[config.mk]
export PLATFORM = sky130hd
export DESIGN_NAME = utf8_to_dot_matrix_glyph_rows
export DESIGN_NICKNAME = d
export VERILOG_FILES = /design/src/design/u8dm_pkg.sv /design/src/design/utf8_to_dot_matrix_glyph_rows.sv /design/src/design/u8dm_front.sv /design/src/design/u8dm_queue.sv /design/src/design/u8dm_back.sv
export SDC_FILE = /design/constraint.sdc
export NUM_CORES = 1
export LEC_CHECK = 0
export BUFFER_PORTS_ARGS = -buffer_cell sky130_fd_sc_hd__buf_2
export CAP_MARGIN = 25
export CORE_UTILIZATION = 60
export DETAILED_ROUTE_END_ITERATION = 8
export PLACE_DENSITY_LB_ADDON = 0.15
export REMOVE_ABC_BUFFERS = 1
export SYNTH_ARGS = -nofsm -noshare
export SYNTH_HDL_FRONTEND = slang
export SYNTH_HIERARCHICAL = 1
export SYNTH_SLANG_ARGS = --single-unit
[constraint.sdc]
create_clock -name clk -period 8.8 [get_ports clk]
set_clock_uncertainty 0.05 [all_clocks]
set_input_delay 1.32 -clock clk [delete_from_list [all_inputs] [get_ports clk]]
set_output_delay 1.32 -clock clk [all_outputs]
set_load 0.03 [all_outputs]
[src/design/u8dm_pkg.sv]
// Shared types, constants and glyph tables for the UTF-8 to 5x7 glyph row block.
// Used by u8dm_front, u8dm_queue, u8dm_back and the top level.
package u8dm_pkg;

  localparam int GLYPH_ROWS = 7;
  localparam logic [5:0] GLYPH_UNKNOWN = 6'd42;
  localparam logic [2:0] LAST_ROW = 3'd6;
  localparam logic [7:0] CHAR_QMARK = 8'h3F;

  // Lead byte classes
  localparam logic [7:0] LEAD2_MASK = 8'hE0;
  localparam logic [7:0] LEAD2_CODE = 8'hC0;
  localparam logic [7:0] LEAD3_MASK = 8'hF0;
  localparam logic [7:0] LEAD3_CODE = 8'hE0;

  // One queued step: the glyph of its final character, and whether a '?'
  // character goes before it.
  typedef struct packed {
    logic [5:0] glyph;
    logic       umlaut;
    logic       two_chars;
  } char_ent_t;

  typedef struct packed {
    logic [6:0] ch;
    logic       umlaut;
  } folded_t;

  // Fold a code point to the glyph character set.
  function automatic folded_t fold_char(input logic [15:0] c);
    folded_t f;
    f.umlaut = 1'b0;
    f.ch     = CHAR_QMARK[6:0];
    if (c[15:7] == 9'd0) begin
      if (c[6:0] >= 7'h61 && c[6:0] <= 7'h7A) begin
        f.ch = c[6:0] - 7'h20;
      end else begin
        f.ch = c[6:0];
      end
    end else if (c[15:8] == 8'd0) begin
      case (c[7:0]) inside
        8'hC4, 8'hE4: begin f.ch = 7'h41; f.umlaut = 1'b1; end
        8'hD6, 8'hF6: begin f.ch = 7'h4F; f.umlaut = 1'b1; end
        8'hDC, 8'hFC: begin f.ch = 7'h55; f.umlaut = 1'b1; end
        [8'hC0:8'hC5], [8'hE0:8'hE5]: f.ch = 7'h41;
        8'hC7, 8'hE7: f.ch = 7'h43;
        [8'hC8:8'hCB], [8'hE8:8'hEB]: f.ch = 7'h45;
        [8'hCC:8'hCF], [8'hEC:8'hEF]: f.ch = 7'h49;
        8'hD1, 8'hF1: f.ch = 7'h4E;
        [8'hD2:8'hD6], [8'hF2:8'hF6]: f.ch = 7'h4F;
        [8'hD9:8'hDC], [8'hF9:8'hFC]: f.ch = 7'h55;
        default: f.ch = CHAR_QMARK[6:0];
      endcase
    end
    return f;
  endfunction

  // Character to glyph number; GLYPH_UNKNOWN when there is no glyph.
  function automatic logic [5:0] glyph_index(input logic [6:0] ch);
    logic [5:0] idx;
    idx = GLYPH_UNKNOWN;
    if (ch >= 7'h41 && ch <= 7'h5A) begin
      idx = 6'(ch - 7'h41);
    end else if (ch >= 7'h30 && ch <= 7'h39) begin
      idx = 6'(ch - 7'h30) + 6'd26;
    end else begin
      case (ch)
        7'h2E:   idx = 6'd36;
        7'h3A:   idx = 6'd37;
        7'h2D:   idx = 6'd38;
        7'h2F:   idx = 6'd39;
        7'h25:   idx = 6'd40;
        7'h20:   idx = 6'd41;
        default: idx = GLYPH_UNKNOWN;
      endcase
    end
    return idx;
  endfunction

  // Glyph bitmap, top row first.
  function automatic logic [0:6][4:0] glyph_bitmap(input logic [5:0] idx);
    logic [0:6][4:0] r;
    case (idx)
      6'd0:  r = {5'd14, 5'd17, 5'd17, 5'd31, 5'd17, 5'd17, 5'd17};
      6'd1:  r = {5'd30, 5'd17, 5'd17, 5'd30, 5'd17, 5'd17, 5'd30};
      6'd2:  r = {5'd14, 5'd17, 5'd16, 5'd16, 5'd16, 5'd17, 5'd14};
      6'd3:  r = {5'd30, 5'd17, 5'd17, 5'd17, 5'd17, 5'd17, 5'd30};
      6'd4:  r = {5'd31, 5'd16, 5'd16, 5'd30, 5'd16, 5'd16, 5'd31};
      6'd5:  r = {5'd31, 5'd16, 5'd16, 5'd30, 5'd16, 5'd16, 5'd16};
      6'd6:  r = {5'd14, 5'd17, 5'd16, 5'd23, 5'd17, 5'd17, 5'd15};
      6'd7:  r = {5'd17, 5'd17, 5'd17, 5'd31, 5'd17, 5'd17, 5'd17};
      6'd8:  r = {5'd14, 5'd4,  5'd4,  5'd4,  5'd4,  5'd4,  5'd14};
      6'd9:  r = {5'd7,  5'd2,  5'd2,  5'd2,  5'd18, 5'd18, 5'd12};
      6'd10: r = {5'd17, 5'd18, 5'd20, 5'd24, 5'd20, 5'd18, 5'd17};
      6'd11: r = {5'd16, 5'd16, 5'd16, 5'd16, 5'd16, 5'd16, 5'd31};
      6'd12: r = {5'd17, 5'd27, 5'd21, 5'd21, 5'd17, 5'd17, 5'd17};
      6'd13: r = {5'd17, 5'd25, 5'd21, 5'd19, 5'd17, 5'd17, 5'd17};
      6'd14: r = {5'd14, 5'd17, 5'd17, 5'd17, 5'd17, 5'd17, 5'd14};
      6'd15: r = {5'd30, 5'd17, 5'd17, 5'd30, 5'd16, 5'd16, 5'd16};
      6'd16: r = {5'd14, 5'd17, 5'd17, 5'd17, 5'd21, 5'd18, 5'd13};
      6'd17: r = {5'd30, 5'd17, 5'd17, 5'd30, 5'd20, 5'd18, 5'd17};
      6'd18: r = {5'd15, 5'd16, 5'd16, 5'd14, 5'd1,  5'd1,  5'd30};
      6'd19: r = {5'd31, 5'd4,  5'd4,  5'd4,  5'd4,  5'd4,  5'd4};
      6'd20: r = {5'd17, 5'd17, 5'd17, 5'd17, 5'd17, 5'd17, 5'd14};
      6'd21: r = {5'd17, 5'd17, 5'd17, 5'd17, 5'd17, 5'd10, 5'd4};
      6'd22: r = {5'd17, 5'd17, 5'd17, 5'd21, 5'd21, 5'd21, 5'd10};
      6'd23: r = {5'd17, 5'd17, 5'd10, 5'd4,  5'd10, 5'd17, 5'd17};
      6'd24: r = {5'd17, 5'd17, 5'd10, 5'd4,  5'd4,  5'd4,  5'd4};
      6'd25: r = {5'd31, 5'd1,  5'd2,  5'd4,  5'd8,  5'd16, 5'd31};
      6'd26: r = {5'd14, 5'd17, 5'd19, 5'd21, 5'd25, 5'd17, 5'd14};
      6'd27: r = {5'd4,  5'd12, 5'd4,  5'd4,  5'd4,  5'd4,  5'd14};
      6'd28: r = {5'd14, 5'd17, 5'd1,  5'd2,  5'd4,  5'd8,  5'd31};
      6'd29: r = {5'd30, 5'd1,  5'd1,  5'd14, 5'd1,  5'd1,  5'd30};
      6'd30: r = {5'd2,  5'd6,  5'd10, 5'd18, 5'd31, 5'd2,  5'd2};
      6'd31: r = {5'd31, 5'd16, 5'd16, 5'd30, 5'd1,  5'd1,  5'd30};
      6'd32: r = {5'd14, 5'd16, 5'd16, 5'd30, 5'd17, 5'd17, 5'd14};
      6'd33: r = {5'd31, 5'd1,  5'd2,  5'd4,  5'd8,  5'd8,  5'd8};
      6'd34: r = {5'd14, 5'd17, 5'd17, 5'd14, 5'd17, 5'd17, 5'd14};
      6'd35: r = {5'd14, 5'd17, 5'd17, 5'd15, 5'd1,  5'd1,  5'd14};
      6'd36: r = {5'd0,  5'd0,  5'd0,  5'd0,  5'd0,  5'd12, 5'd12};
      6'd37: r = {5'd0,  5'd12, 5'd12, 5'd0,  5'd12, 5'd12, 5'd0};
      6'd38: r = {5'd0,  5'd0,  5'd0,  5'd31, 5'd0,  5'd0,  5'd0};
      6'd39: r = {5'd1,  5'd2,  5'd2,  5'd4,  5'd8,  5'd8,  5'd16};
      6'd40: r = {5'd17, 5'd2,  5'd4,  5'd8,  5'd16, 5'd0,  5'd17};
      6'd41: r = {5'd0,  5'd0,  5'd0,  5'd0,  5'd0,  5'd0,  5'd0};
      default: r = {5'd14, 5'd17, 5'd1, 5'd2, 5'd4, 5'd0, 5'd4};
    endcase
    return r;
  endfunction

endpackage

[src/design/utf8_to_dot_matrix_glyph_rows.sv]
// UTF-8 text bytes to 5x7 dot-matrix glyph rows, one row per output transfer.
// Each entry passes through the character queue and the row sequencer before its first row
// is registered onto m_tdata. The back end sends one glyph row per cycle while m_tready
// allows, seven rows per character (fourteen for a byte that emits two); the input takes a
// byte per cycle while the character queue has room. Synchronous reset clears the
// decoder, the queue and the output register.
module utf8_to_dot_matrix_glyph_rows #(
  parameter int QUEUE_DEPTH = 4
) (
  input  logic        clk,
  input  logic        rst,
  input  logic        s_tvalid,
  output logic        s_tready,
  input  logic [7:0]  s_tdata,   // [7:0] text_byte
  input  logic        s_tlast,   // end_of_text
  output logic        m_tvalid,
  input  logic        m_tready,
  output logic [15:0] m_tdata,   // [4:0] row_bits, [7:5] row_index, [8] umlaut_dots
  output logic        m_tlast    // last_row
);

  logic                q_push, q_full, q_pop, q_valid;
  u8dm_pkg::char_ent_t q_push_ent, q_head;
  logic                in_xfer;

  assign s_tready = !q_full;
  assign in_xfer  = s_tvalid && s_tready;

  u8dm_front u_front (
    .clk         (clk),
    .rst         (rst),
    .accept      (in_xfer),
    .text_byte   (s_tdata),
    .end_of_text (s_tlast),
    .push        (q_push),
    .push_ent    (q_push_ent)
  );

  u8dm_queue #(.DEPTH(QUEUE_DEPTH)) u_queue (
    .clk      (clk),
    .rst      (rst),
    .push     (q_push),
    .push_ent (q_push_ent),
    .full     (q_full),
    .pop      (q_pop),
    .valid    (q_valid),
    .head     (q_head)
  );

  u8dm_back u_back (
    .clk      (clk),
    .rst      (rst),
    .q_valid  (q_valid),
    .q_head   (q_head),
    .q_pop    (q_pop),
    .m_tvalid (m_tvalid),
    .m_tready (m_tready),
    .m_tdata  (m_tdata),
    .m_tlast  (m_tlast)
  );

  // A step always ends on the bottom row of a glyph
  a_last_on_bottom: assert property (@(posedge clk) disable iff (rst)
    m_tvalid && m_tlast |-> m_tdata[7:5] == u8dm_pkg::LAST_ROW)
    else $error("last row flagged off the bottom glyph row");

  // Rows of a glyph follow each other in order, none skipped or repeated
  a_row_order: assert property (@(posedge clk) disable iff (rst)
    m_tvalid && m_tready && m_tdata[7:5] != u8dm_pkg::LAST_ROW |=>
      !m_tvalid || m_tdata[7:5] == 3'($past(m_tdata[7:5]) + 3'd1))
    else $error("glyph row skipped or repeated");

  // Queue never written while full
  a_no_overflow: assert property (@(posedge clk) disable iff (rst)
    q_push |-> !q_full)
    else $error("character queue overflow");

endmodule

[src/design/u8dm_front.sv]
// Front end: UTF-8 sequence decoder and character folding.
// Produces one queue entry per byte that emits characters. Uses u8dm_pkg.
module u8dm_front (
  input  logic                clk,
  input  logic                rst,
  input  logic                accept,
  input  logic [7:0]          text_byte,
  input  logic                end_of_text,
  output logic                push,
  output u8dm_pkg::char_ent_t push_ent
);

  logic [15:0] partial_code, partial_code_next;
  logic [1:0]  bytes_needed, bytes_needed_next;
  logic [1:0]  bytes_held, bytes_held_next;

  logic [7:0]  lead;
  logic        emit;
  logic        two_chars;
  logic [15:0] cp;
  u8dm_pkg::folded_t folded;

  assign lead = partial_code[15:8];

  // Decode one byte against the pending sequence
  always_comb begin
    partial_code_next = partial_code;
    bytes_needed_next = bytes_needed;
    bytes_held_next   = bytes_held;
    emit      = 1'b0;
    two_chars = 1'b0;
    cp        = {8'd0, u8dm_pkg::CHAR_QMARK};
    if (bytes_needed == 2'd1 && bytes_held == 2'd1) begin
      emit = 1'b1;
      cp   = {5'd0, lead[4:0], text_byte[5:0]};
      partial_code_next = '0;
      bytes_needed_next = '0;
      bytes_held_next   = '0;
    end else if (bytes_needed == 2'd1 && bytes_held == 2'd2) begin
      emit = 1'b1;
      cp   = {lead[3:0], partial_code[5:0], text_byte[5:0]};
      partial_code_next = '0;
      bytes_needed_next = '0;
      bytes_held_next   = '0;
    end else if (bytes_needed == 2'd2 && bytes_held == 2'd1) begin
      if (end_of_text) begin
        // held lead gives '?', the second byte is retried as a lead byte
        emit      = 1'b1;
        two_chars = 1'b1;
        cp = text_byte[7] ? {8'd0, u8dm_pkg::CHAR_QMARK} : {8'd0, text_byte};
      end else begin
        partial_code_next = {lead, text_byte};
        bytes_needed_next = 2'd1;
        bytes_held_next   = 2'd2;
      end
    end else begin
      partial_code_next = '0;
      bytes_needed_next = '0;
      bytes_held_next   = '0;
      if (!text_byte[7]) begin
        emit = 1'b1;
        cp   = {8'd0, text_byte};
      end else if ((text_byte & u8dm_pkg::LEAD2_MASK) == u8dm_pkg::LEAD2_CODE ||
                   (text_byte & u8dm_pkg::LEAD3_MASK) == u8dm_pkg::LEAD3_CODE) begin
        if (end_of_text) begin
          emit = 1'b1;
        end else begin
          partial_code_next = {text_byte, 8'd0};
          bytes_needed_next =
            ((text_byte & u8dm_pkg::LEAD2_MASK) == u8dm_pkg::LEAD2_CODE) ? 2'd1 : 2'd2;
          bytes_held_next   = 2'd1;
        end
      end else begin
        // bad lead byte
        emit = 1'b1;
      end
    end
    if (end_of_text) begin
      partial_code_next = '0;
      bytes_needed_next = '0;
      bytes_held_next   = '0;
    end
  end

  // Fold and look up the glyph of the final character
  assign folded             = u8dm_pkg::fold_char(cp);
  assign push               = accept && emit;
  assign push_ent.glyph     = u8dm_pkg::glyph_index(folded.ch);
  assign push_ent.umlaut    = folded.umlaut;
  assign push_ent.two_chars = two_chars;

  // Decoder state
  always_ff @(posedge clk) begin
    if (rst) begin
      partial_code <= '0;
      bytes_needed <= '0;
      bytes_held   <= '0;
    end else if (accept) begin
      partial_code <= partial_code_next;
      bytes_needed <= bytes_needed_next;
      bytes_held   <= bytes_held_next;
    end
  end

endmodule

[src/design/u8dm_queue.sv]
// Small register queue of decoded character entries between front and back.
// Uses u8dm_pkg for the entry type.
module u8dm_queue #(
  parameter int DEPTH = 4
) (
  input  logic                clk,
  input  logic                rst,
  input  logic                push,
  input  u8dm_pkg::char_ent_t push_ent,
  output logic                full,
  input  logic                pop,
  output logic                valid,
  output u8dm_pkg::char_ent_t head
);

  localparam int AW = (DEPTH > 1) ? $clog2(DEPTH) : 1;
  localparam int CW = $clog2(DEPTH + 1);
  localparam logic [AW-1:0] LAST_PTR = AW'(DEPTH - 1);

  u8dm_pkg::char_ent_t entries [DEPTH];
  logic [AW-1:0] wr_ptr, rd_ptr;
  logic [CW-1:0] count;

  assign full  = (count == CW'(DEPTH));
  assign valid = (count != '0);
  assign head  = entries[rd_ptr];

  // Storage
  always_ff @(posedge clk) begin
    if (push) begin
      entries[wr_ptr] <= push_ent;
    end
  end

  // Pointers and fill count
  always_ff @(posedge clk) begin
    if (rst) begin
      wr_ptr <= '0;
      rd_ptr <= '0;
      count  <= '0;
    end else begin
      if (push) begin
        wr_ptr <= (wr_ptr == LAST_PTR) ? '0 : wr_ptr + AW'(1);
      end
      if (pop) begin
        rd_ptr <= (rd_ptr == LAST_PTR) ? '0 : rd_ptr + AW'(1);
      end
      if (push && !pop) begin
        count <= count + CW'(1);
      end else if (pop && !push) begin
        count <= count - CW'(1);
      end
    end
  end

endmodule

[src/design/u8dm_back.sv]
// Back end: walks the seven rows of each queued character into an output register.
// Uses u8dm_pkg for the entry type and glyph tables.
module u8dm_back (
  input  logic                clk,
  input  logic                rst,
  input  logic                q_valid,
  input  u8dm_pkg::char_ent_t q_head,
  output logic                q_pop,
  output logic                m_tvalid,
  input  logic                m_tready,
  output logic [15:0]         m_tdata,
  output logic                m_tlast
);

  logic       active;
  logic [5:0] glyph;
  logic       umlaut;
  logic       first_q;   // emitting the leading '?' of a two-character step
  logic [2:0] row;

  logic [4:0] out_bits;
  logic [2:0] out_row;
  logic       out_uml;

  logic       out_ready, emit, row_end, finishing;
  logic [0:6][4:0] bitmap;

  assign out_ready = !m_tvalid || m_tready;
  assign emit      = active && out_ready;
  assign row_end   = (row == u8dm_pkg::LAST_ROW);
  assign finishing = emit && row_end && !first_q;
  assign q_pop     = (!active || finishing) && q_valid;
  assign bitmap    = u8dm_pkg::glyph_bitmap(first_q ? u8dm_pkg::GLYPH_UNKNOWN : glyph);

  // Row sequencer
  always_ff @(posedge clk) begin
    if (rst) begin
      active  <= 1'b0;
      first_q <= 1'b0;
      row     <= '0;
    end else if (q_pop) begin
      active  <= 1'b1;
      first_q <= q_head.two_chars;
      row     <= '0;
    end else if (finishing) begin
      active <= 1'b0;
    end else if (emit) begin
      if (row_end) begin
        row     <= '0;
        first_q <= 1'b0;
      end else begin
        row <= row + 3'd1;
      end
    end
  end

  always_ff @(posedge clk) begin
    if (q_pop) begin
      glyph  <= q_head.glyph;
      umlaut <= q_head.umlaut;
    end
  end

  // Output register
  always_ff @(posedge clk) begin
    if (rst) begin
      m_tvalid <= 1'b0;
    end else if (out_ready) begin
      m_tvalid <= emit;
    end
  end

  always_ff @(posedge clk) begin
    if (emit) begin
      out_bits <= bitmap[row];
      out_row  <= row;
      out_uml  <= umlaut && !first_q;
      m_tlast  <= row_end && !first_q;
    end
  end

  assign m_tdata = {7'd0, out_uml, out_row, out_bits};

endmodule

==> out/qor.txt, run 1 <==
Maximum buffer depth of the clock tree - 2
Starting Density - 62.89%
Initial DRC Count - 905
Final Max Slew Viols - 0
Crit path max fanout - 7
Total gr overflow - 0
Worst reg2reg setup slack - 3810 ps
Post-CTS resize count - 0
Static Leak - 2.445 nW
Synth top area cells - edfxtp_1 (22%), dfxtp_1 (9.1%), ha_1 (4.9%)
Seq/Total Area, Yosys - 31.35%
Fill cells - 851
Unique cell type count in the Yosys netlist - 98
Drt total wl - 20,220 um
Number of synthesized flops with an enable pin - 49
Worst Setup End Kind - flip-flop
Final setup vio count - 0
Routed WL per cell - 22.75 um
Area of the core - 0.01051 mm2
GRT Util Overall - 36.65%
Post-synthesis register bit count - 79
Row count - 37
Synth Flop Type - edfxtp_1
Fraction of layout cells with a size suffix above 1 - 11.55%
Pwr/cell area - 317.0 mW/mm2
Setup TNS - 0 ps
WP data arrival - 5540 ps
CTS Root Buffer Type - clkbuf_8
Max_cap viols - 0
Hold Crit Class - flip-flop to flip-flop
RSZ-0062 raised after global routing - false
TritonCTS Sinks - 79
Hold Path Sink - u_front/partial_code[2]$_SDFFE_PP0P_
Cell taking the most area after synthesis - edfxtp_1
Reg2reg path depth - 18
Nets - 788
Max_slew headroom - 29.00%
Final period utilization - 62.71%
Hold path depth - 2
DR vias - 6,402
Dpl hpwl - 14,220 um
Commonest non-fill, non-tap cell in the layout - nor2_1
CTS tree - done
Yosys warns - 6
Hold Startpoint - u_front/partial_code[2]$_SDFFE_PP0P_
Final Wtd Congestion - 1.018
Asr flop ratio synth - 0%
Final ANT Viol Nets - 0
Actual slew at the worst max-slew pin - 1061 ps
Reg area - 0.002072 mm2
WS Path Type - input pin to flip-flop
Number of CTS-inserted buffers - 9
Max VDD drop - 0.2047 mV
Largest net degree at the start of global routing - 61
DR pass1 iterations - 6
Number of global-route vias before repair - 5,953
Avg Cell Area, Syn - 8.639 um2
Initial antenna violation count - 0
FF-to-FF End - u_queue/entries[1][5]$_DFFE_PP_
Final hold slack - 429.5 ps
Synth-to-layout area growth - 3.124%
# hold bufs at CTS - 0
Status - finished, final reports clean
Residual DRC count - 0
Die area - 0.01144 mm2
ANT cells - 0
Setup bufs post-CTS - 0
Post-Syn Area - 0.006609 mm2
Worst EP required - 8820 ps
Die height - 107.0 um
Worst-Skew Late Latency - 370 ps
Critical Path Start Type - input pin
I/O pin cnt - 32
Worst reg2reg startpoint - u_front/bytes_held[1]$_SDFFE_PP0P_
Multi-input gate area - 0.004068 mm2
Die Span X - 107.0 um
Max Fclk - 181.2 MHz
Hold Vio Cnt, Final - 0
Tmin final - 5518 ps
Post-Syn Instances - 765
Port Buffers - 24
Global-route wire length before repair - 32,130 um
H-tree depth - 3
Clock transition at path regs - 70 ps
Synth top area share - 22.26%
Most frequent cells in the layout - nor2_1 (62), nand2_1 (59), a21oi_1 (53)
Drt via density - 7.201
through the flow:
stage,utilization [%],area (um2),cells,worst slack [ps],total power (W)
after floorplan,-,6248,704,3706,0.001426
after global placement,62.79,6599,872,3153,0.001822
after detailed placement,62.79,6599,872,2994,0.001833
after CTS,64.78,6808,888,3367,0.002106
after global routing,64.85,6815,889,2875,0.002270
final,64.85,6815,889,3282,0.002160
state kept, by name, summed over array words and instances (netlist names), 2 cells and up, named ones only:
| register | flops |
|---|---|
| u_queue/entries | 32 |
| u_front/partial_code | 11 |
| u_back/glyph | 6 |
| u_back/out_bits | 5 |
| u_back/out_row | 3 |
| u_back/row | 3 |
| u_queue/count | 3 |
| u_front/bytes_held | 2 |
| u_front/bytes_needed | 2 |
| u_queue/rd_ptr | 2 |
| u_queue/wr_ptr | 2 |
kinds of logic (layout without fill, tap and decap cells):
family	count (synthesis)	after routing	share of synthesized area, %
flip-flops	79	79	31.35
XOR/XNOR	8	8	1.060
buffers and inverters	96	78	7.440
other	1	7	0.05674
adder cells (fa/ha/maj)	27	27	5.225
multiplexers	21	21	4.695
AO/OA/AOI/OAI	254	254	27.30
AND/OR/NAND/NOR	279	279	22.87
synth_stat cells (6+ instances only):
master,n
a211oi_1,8
a21o_1,8
a21oi_1,53
a31oi_1,13
and2_1,10
buf_2,17
buf_4,15
buf_6,7
clkbuf_1,24
dfxtp_1,30
edfxtp_1,49
ha_1,26
inv_1,28
mux2i_1,13
mux4_2,8
nand2_1,59
nand2b_1,20
nand3_1,22
nand4_1,6
nor2_1,62
nor2b_1,23
nor3_1,21
nor3b_1,7
o211ai_1,13
o21a_1,6
o21ai_0,47
o21ai_1,8
o221ai_1,14
or3_1,9
xnor2_1,6
how the worst max path moves through the flow:
stage | startpoint | depth (start not counted) | slack [ps] | end
2_1_floorplan | s_tdata[7] | 18 | 3710 | u_queue/entries[0][5]$_DFFE_PP_
3_3_place_gp | s_tdata[7] | 19 | 3150 | u_queue/entries[0][5]$_DFFE_PP_
3_5_place_dp | s_tdata[7] | 19 | 2990 | u_queue/entries[0][5]$_DFFE_PP_
4_1_cts | s_tdata[7] | 19 | 3370 | u_queue/entries[0][5]$_DFFE_PP_
5_1_grt | s_tdata[7] | 19 | 2870 | u_queue/entries[1][5]$_DFFE_PP_
6_report | s_tdata[7] | 19 | 3280 | u_queue/entries[1][5]$_DFFE_PP_
cell type report:
class,count,area share (%)
timing repair buffer,33,2.754
tap,136,2.497
clock buffer,11,2.552
inverter,29,1.597
clock inverter,5,0.5140
multi-input combinational,596,59.68
sequential,79,30.40
worst max-delay path, cell delays in order:
cell      delay (ps)
buf_2            130
and2_1           180
o21ai_1          340
nand2_1          260
nor2_1           290
inv_1            120
ha_1             270
nor2_1           170
nand3b_1         130
nand3_1           90
a31o_2           240
o221ai_1         390
inv_1            210
ha_1             290
o311ai_1         100
or4b_1           530
nand4_1          120
a21boi_0         180
o221ai_1         190
per-layer routing:
layer,wire length [um],track usage (%)
met5,0,0
met3,1962,7.781
met4,986,20.55
met2,9475,58.16
met1,7799,46.41
where the power goes:
group	switching, W	internal, W	total (W)
Sequential	0.0000667	0.000484	0.000551
Clock	0.000133	0.000137	0.000270
Combinational	0.000903	0.000436	0.00134
(Power assumes the default switching activity.)
==> inputs of run 2 (changes only) <==
--- a/config.mk
+++ b/config.mk
@@ -5,6 +5,7 @@
 export SDC_FILE = /design/constraint.sdc
 export NUM_CORES = 1
 export LEC_CHECK = 0
+export ABC_AREA = 1
 export BUFFER_PORTS_ARGS = -buffer_cell sky130_fd_sc_hd__buf_2
 export CAP_MARGIN = 25
 export CORE_UTILIZATION = 60
==> constraint.sdc (replaced) <==
create_clock -name clk -period 5.5 [get_ports clk]
set_clock_uncertainty 0.05 [all_clocks]
set_input_delay 0.825 -clock clk [delete_from_list [all_inputs] [get_ports clk]]
set_output_delay 0.825 -clock clk [all_outputs]
set_load 0.03 [all_outputs]
==> run 2 against run 1 <==
  * Sequential power rose by 76%
  * Critical path depth is 7 higher
  * Die area is 0.34% higher
  * Count of clock-buffer cells in the layout is 2 lower
  * Total power up 81%
  * Largest cell class unchanged
  * Sequential share of layout area down 0.66 points
  * Non-clock buffer count decreased by 9
  * Flip-flop and latch count unchanged
  * Core utilization decreased by 0.32 points
  * Hold slack improved by 8.0 ps
  * Wire length decreased by 4.9%
  * Synthesized cell count rose by 34%
==> out/qor.txt, run 2 <==
TritonCTS Sinks - 79 (unchanged)
Asr flop ratio synth - 0% (unchanged)
Dpl hpwl - 14,190 um (-0.24%)
ANT cells - 0 (unchanged)
Synth Area in Adders - 5.208% (-0.018 points)
Reg with most FFs - u_queue/entries
Largest net degree at the start of global routing - 33 (-46%)
Clock transition at path regs - 90 ps (+20 ps)
Number of global-route vias before repair - 6,403 (+7.6%)
Residual DRC count - 0 (unchanged)
Drt total wl - 19,240 um (-4.9%)
Final period utilization - 75.59%
Synth top area cells - edfxtp_1 (22%), nand2_1 (18%), dfxtp_1 (9.1%)
Critical Path Start Type - input pin
Yosys warns - 6 (unchanged)
Number of buffers and inverters on the critical path - 7 (+4)
Fraction of layout cells with a size suffix above 1 - 11.48% (-0.071 points)
Area of the core - 0.01079 mm2 (+2.7%)
Commonest non-fill, non-tap cell in the layout - nand2_1
WS Path Type - input pin to flip-flop
Worst reg2reg setup slack - 1360 ps (-2450 ps)
Sw frac - 56.17% (+5.1 points)
Count leader, synth - nand2_1
Nets - 1,080 (+37%)
Setup TNS - 0 ps (unchanged)
Avg Cell Area, Syn - 6.457 um2 (-25%)
DR vias - 6,942 (+8.4%)
Post-synthesis compound-gate area fraction - 9.962% (-17 points)
Largest family of logic cells by synthesized area - simple AND/OR/NAND/NOR gates
Final setup vio count - 0 (unchanged)
Crit-path leading delay family - simple AND/OR/NAND/NOR gates
CTS Root Buffer Type - clkbuf_8
Slowest CP cell - o21ai_0
Seq/Total Area, Yosys - 31.25% (-0.11 points)
Max_slew headroom - 30.27% (+1.3 points)
Pint - 0.001718 W (+63%)
Routed WL per cell - 16.23 um (-29%)
Setup bufs post-CTS - 0 (unchanged)
Max VDD drop - 0.2701 mV (+32%)
Drt via density - 5.858 (-19%)
Tmin final - 4157 ps
Unique cell type count in the Yosys netlist - 43 (-56%)
Die Span X - 107.1 um (+0.17%)
Critical Path Stages - 26 (+7)
Most frequent cells in the layout - nand2_1 (317), nor2_1 (131), nand3_1 (117)
Cell taking the most area after synthesis - edfxtp_1
Post-Syn Area - 0.006631 mm2 (+0.34%)
Post-synthesis register bit count - 79 (unchanged)
Max_cap viols - 0 (unchanged)
Worst reg2reg startpoint - u_front/bytes_needed[0]$_SDFFE_PP0P_
Status - finished, final reports clean
Synth top cells by count - nand2_1 (317), nor2_1 (131), nand3_1 (117)
Tot Pwr - 0.003919 W (+81%)
Crit path max fanout - 9 (+2)
Total gr overflow - 0 (unchanged)
Reg2reg path depth - 26 (+8)
Starting Density - 61.44% (-1.4 points)
DR pass1 iterations - 6 (unchanged)
Largest register FFs - 32 (unchanged)
Maximum buffer depth of the clock tree - 2 (unchanged)
Number of synthesized flops with an enable pin - 49 (unchanged)
GRT Util Overall - 35.39% (-1.3 points)
Synth Flop Type - edfxtp_1
Post-CTS resize count - 0 (unchanged)
Max Fclk - 240.5 MHz
Initial DRC Count - 719 (-21%)
# hold bufs at CTS - 0 (unchanged)
FF-to-FF End - u_queue/entries[1][4]$_DFFE_PP_
Final ANT Viol Nets - 0 (unchanged)
Row count - 38 (+2.7%)
Synth Area in XOR/XNOR - 0.5283% (-0.53 points)
Post-Syn Instances - 1,027 (+34%)
Worst setup endpoint - u_queue/entries[1][4]$_DFFE_PP_
Clk network pwr share - 11.2% (-1.3 points)
I/O pin cnt - 32 (unchanged)
WP data arrival - 4180 ps (-1360 ps)
Crit path from - s_tlast
Placed inst area - 0.006756 mm2 (+2.4%)
Synth top area share - 22.19% (-0.076 points)
Die area - 0.01148 mm2 (+0.34%)
CTS tree - done
Hold Crit Class - flip-flop to flip-flop
Biggest regs - u_queue/entries: 32 flops, u_front/partial_code: 11 flops, u_back/glyph: 6 flops
Actual slew at the worst max-slew pin - 1043 ps (-17.68 ps)
Initial antenna violation count - 0 (unchanged)
Number of CTS-inserted buffers - 9 (unchanged)
H-tree depth - 3 (unchanged)
Worst path max stage delay - 350 ps (-180 ps)
Worst Setup End Kind - flip-flop
Pwr/cell area - 562.6 mW/mm2 (+77%)
Global-route wire length before repair - 31,230 um (-2.8%)
Post-synthesis mux area share - 0% (-4.7 points)
Synth-to-layout area growth - 5.038%
Hold Vio Cnt, Final - 0 (unchanged)
Combinational power share - 64.1% (+2.1 points)
Sequential power share - 24.7% (-0.8 points)
Final Wtd Congestion - 1.027 (+0.92%)
Switching power - 0.002201 W (+99%)
Port Buffers - 24 (unchanged)
RSZ-0062 raised after global routing - false
Worst-Skew Late Latency - 360 ps (about the same)
Post-route design area - 0.006965 mm2 (+2.2%)
Post-Synth Simple-Gate Area - 43.09% (+20 points)
Static Leak - 3.379 nW (+38%)
Cell mode on critical path - nand2_1
Worst EP required - 5520 ps (-3300 ps)
Final Max Slew Viols - 0 (unchanged)
Die height - 107.1 um (+0.17%)
[run 2: changes by cell type after synthesis, moves of 19 or more]
cell	previous run	this run
nand2_1	59	317
inv_2	1	24
clkbuf_1	24	5
nand2b_1	20	0
nor2_1	62	131
nor2b_1	23	1
nand3_1	22	117
inv_1	28	92
[run 2: per-stage QoR]
step | setup slack (ps) | hold slack, ps | std cells | utilization (%)
after floorplan | 1593 | 397.8 | 1005 | -
after global placement | 1124 | 411.9 | 1169 | 62.60
after detailed placement | 1057 | 418.1 | 1169 | 62.60
after CTS | 1426 | 440.3 | 1185 | 64.54
after global routing | 895.3 | 477.5 | 1185 | 64.54
final | 1343 | 437.5 | 1185 | 64.54
[run 2: cell type report]
class / count / area, um2
timing repair buffer: 24 / 120.1
sequential: 79 / 2072
clock buffer: 9 / 123.9
multi-input combinational: 803 / 3925
tap: 140 / 175.2
fill: 993 / 3827
inverter: 123 / 464.2
clock inverter: 7 / 85.08
[run 2: cells by family after synthesis]
logic type               count (synthesis)
XOR/XNOR                                 4
flip-flops                              79
adder cells (fa/ha/maj)                 27
AO/OA/AOI/OAI                          122
buffers and inverters                  151
other                                    1
AND/OR/NAND/NOR                        643
[run 2: power groups by stage]
stage / registers [W] / logic [W] / clock network [W]
finish: 0.000968 / 0.00251 / 0.000440
floorplan: 0.000996 / 0.00167 / 0
CTS: 0.000962 / 0.00238 / 0.000450
detailed placement: 0.000976 / 0.00236 / 0
global route: 0.000986 / 0.00275 / 0.000478
global placement: 0.000976 / 0.00238 / 0
[run 2: worst min-delay path by stage]
| stage | from | end | slack (ps) | cells past startpoint |
|---|---|---|---|---|
| after detailed placement | u_front/partial_code[10]$_SDFFE_PP0P_ | u_front/partial_code[10]$_SDFFE_PP0P_ | 420 | 2 |
| final | u_front/partial_code[10]$_SDFFE_PP0P_ | u_front/partial_code[10]$_SDFFE_PP0P_ | 440 | 2 |
| after global routing | u_front/partial_code[11]$_SDFFE_PP0P_ | u_front/partial_code[11]$_SDFFE_PP0P_ | 480 | 2 |
| after floorplan | u_front/partial_code[10]$_SDFFE_PP0P_ | u_front/partial_code[10]$_SDFFE_PP0P_ | 400 | 2 |
| after global placement | u_front/partial_code[10]$_SDFFE_PP0P_ | u_front/partial_code[10]$_SDFFE_PP0P_ | 410 | 2 |
| after CTS | u_front/partial_code[10]$_SDFFE_PP0P_ | u_front/partial_code[10]$_SDFFE_PP0P_ | 440 | 2 |
[run 2: worst reg2reg max path: cells and delay by family, from the launching register on]
family,cells,cell delay [ps]
compound gates,3,640
fa+ha+maj,2,590
buf+inv,6,410
flops,1,380
simple gates,15,1790
[run 2: metal layers]
layer,track usage (%),vias to the layer above,share of wire (%)
met5,0,-,0
met4,21.14,0,5.7
met3,6.687,102,9.2
met2,58.80,454,47
met1,42.48,3036,38
li1,-,3350,-
==> inputs of run 3 (changes only) <==
==> constraint.sdc (replaced) <==
create_clock -name clk -period 3.85 [get_ports clk]
set_clock_uncertainty 0.05 [all_clocks]
set_input_delay 0.5775 -clock clk [delete_from_list [all_inputs] [get_ports clk]]
set_output_delay 0.5775 -clock clk [all_outputs]
set_load 0.03 [all_outputs]
==> run 3 against run 2 <==
  * Combinational power grew 49%
  * Final cell count rose by 1.6%
  * Global-route usage up 1.4 points
  * Critical path depth is the same
  * Cell area is 2.9% higher
  * Count of clock-buffer cells in the layout up 1
  * Hold slack worse by 3.6 ps
  * Core utilization up 1.8 points
  * Clock power up 72%
  * First-iteration DRC count is 6.0% lower
  * Die area unchanged
  * Critical path type is now flip-flop to flip-flop
  * Largest power group unchanged
==> out/qor.txt, run 3 (synthesis gave the netlist of run 2 again) <==
Met1 Track Usage GR - 43.85% (+1.4 points)
Number of global-route vias before repair - 6,604 (+3.1%)
Final Wtd Congestion - 1.027 (about the same)
Starting Density - 61.44% (unchanged)
Total gr overflow - 0 (unchanged)
Maximum buffer depth of the clock tree - 2 (unchanged)
CTS Root Buffer Type - clkbuf_8
Final setup vio count - 0 (unchanged)
Post-route design area - 0.007164 mm2 (+2.9%)
Final ANT Viol Nets - 0 (unchanged)
Reg with most FFs - u_queue/entries
ANT cells - 0 (unchanged)
Worst-Skew Late Latency - 360 ps (about the same)
Dpl hpwl - 14,840 um (+4.6%)
Port Buffers - 24 (unchanged)
Residual DRC count - 0 (unchanged)
Final hold slack - 433.9 ps (-3.624 ps)
Biggest regs - u_queue/entries: 32 flops, u_front/partial_code: 11 flops, u_back/glyph: 6 flops
Max_slew headroom - 38.83% (+8.6 points)
Nets - 1,099 (+1.8%)
Die area - 0.01148 mm2 (unchanged)
Initial antenna violation count - 0 (unchanged)
I/O pin cnt - 32 (unchanged)
Critical Path Start Type - flip-flop
Setup TNS - 0 ps (unchanged)
Max Fclk - 280.0 MHz
CTS tree - done
Die height - 107.1 um (unchanged)
Final Max Slew Viols - 0 (unchanged)
Placed inst area - 0.006899 mm2 (+2.1%)
Clock transition at path regs - 90 ps (about the same)
Crit path max fanout - 5 (-4)
Die Span X - 107.1 um (unchanged)
Pwr/cell area - 817.8 mW/mm2 (+45%)
Drt total wl - 20,070 um (+4.3%)
Commonest non-fill, non-tap cell in the layout - nand2_1
Fraction of layout cells with a size suffix above 1 - 13.72% (+2.2 points)
Grt met3 use - 7.416% (+0.73 points)
M2 GR Usage - 61.52% (+2.7 points)
Routed WL per cell - 16.67 um (+2.7%)
Initial DRC Count - 676 (-6.0%)
Area of the core - 0.01079 mm2 (unchanged)
# hold bufs at CTS - 0 (unchanged)
Actual slew at the worst max-slew pin - 915.4 ps (-128.0 ps)
GRT Util Overall - 36.76% (+1.4 points)
Largest net degree at the start of global routing - 28 (-15%)
Gr busiest metal - met2
Tot Pwr - 0.005859 W (+50%)
Tmin final - 3572 ps
Final period utilization - 92.78%
H-tree depth - 3 (unchanged)
Fill cells - 1,010 (+1.7%)
Synth-to-layout area growth - 8.038%
Status - finished, final reports clean
DR pass1 iterations - 8 (+2)
Worst Setup End Kind - flip-flop
Row count - 38 (unchanged)
Pre-CTS WS - 11.38 ps (-1045 ps)
Static Leak - 3.491 nW (+3.3%)
Largest register FFs - 32 (unchanged)
TritonCTS Sinks - 79 (unchanged)
Hold Crit Class - input pin to flip-flop
Worst EP required - 3890 ps (-1630 ps)
Drt via density - 5.870 (+0.21%)
Final setup margin - 278.1 ps (-1065 ps)
WP data arrival - 3610 ps (-570 ps)
Max_cap viols - 0 (unchanged)
Global-route wire length before repair - 32,560 um (+4.3%)
DR vias - 7,068 (+1.8%)
WS Path Type - flip-flop to flip-flop
Most frequent cells in the layout - nand2_1 (317), nor2_1 (129), nand3_1 (117)
Number of CTS-inserted buffers - 9 (unchanged)
Max VDD drop - 0.5235 mV (+94%)
Hold Vio Cnt, Final - 0 (unchanged)
## run 3: cell types whose count changed in the layout (fill, tap and decap cells not counted), moves of 2 or more
cell        change
o21ai_2         +2
inv_8           -2
dfxtp_2         +3
buf_4          +19
nor2_2          +2
bufinv_16       +2
nor2_1          -2
clkinv_4        +2
clkinvlp_4      -2
dfxtp_1         -3
## run 3: worst max-delay path: stages (launching register included)
cell and delay, ps:
dfxtp_2 380, inv_2 60, nor2_1 110, nand2_1 100
nand2_2 100, a21oi_1 70, nor2_4 130, inv_2 60
ha_1 210, nor2_2 150, inv_1 80, nand3_2 70
nand2_1 80, nand3_2 90, inv_2 50, nor2_4 100
inv_2 40, o31ai_2 260, o21ai_2 140, ha_1 230
inv_1 70, nand2_1 60, or2_2 270, nand2_1 70
nand2_1 50, nand2_1 70, nand3_1 130
## run 3: metrics by stage
step,std cells,util [%]
floorplan,1005,-
global placement,1188,63.92
detailed placement,1188,63.92
CTS,1204,66.18
global route,1204,66.38
finish,1204,66.38
## run 3: worst paths after layout
check	slack, ps	from	cells past startpoint	end
max	280	u_front/bytes_held[1]$_SDFFE_PP0P_	26	u_queue/entries[1][4]$_DFFE_PP_
min	430	m_tready	4	u_back/m_tvalid$_SDFFE_PP0N_
max reg2reg	280	u_front/bytes_held[1]$_SDFFE_PP0P_	26	u_queue/entries[1][4]$_DFFE_PP_
min reg2reg	440	u_front/partial_code[10]$_SDFFE_PP0P_	2	u_front/partial_code[10]$_SDFFE_PP0P_
## run 3: what timing repair did
action | in CTS | in global routing
setup buffers | 0 | 0
setup endpoints to repair | 0 | 24
gates resized for setup | 0 | 9
## run 3: area by class of cell
type                            instances  area, um2  share of cell area [%]
Clock buffer                           10      127.6                   1.781
Clock inverter                          6      116.4                   1.624
Inverter                              123      464.2                   6.479
Multi-Input combinational cell        803       3943                   55.03
Sequential cell                        79       2076                   28.97
Tap cell                              140      175.2                   2.445
Timing Repair Buffer                   43      262.8                   3.667
## run 3: where the power goes
group	total (W)	internal (W)	leakage [nW]	switching, W
clock	0.000755	0.000436	0.121	0.000319
sequential	0.00138	0.00117	0.699	0.000211
combinational	0.00373	0.00104	2.67	0.00269
total	0.00586	0.00264	3.49	0.00322
## run 3: routing by layer
metal	part of all wire, %	vias up	wire length, um
li1	-	3374	-
met5	0	-	0
met3	9.8	115	1970
met4	6.0	0	1205
met1	37	3149	7483
met2	47	430	9414
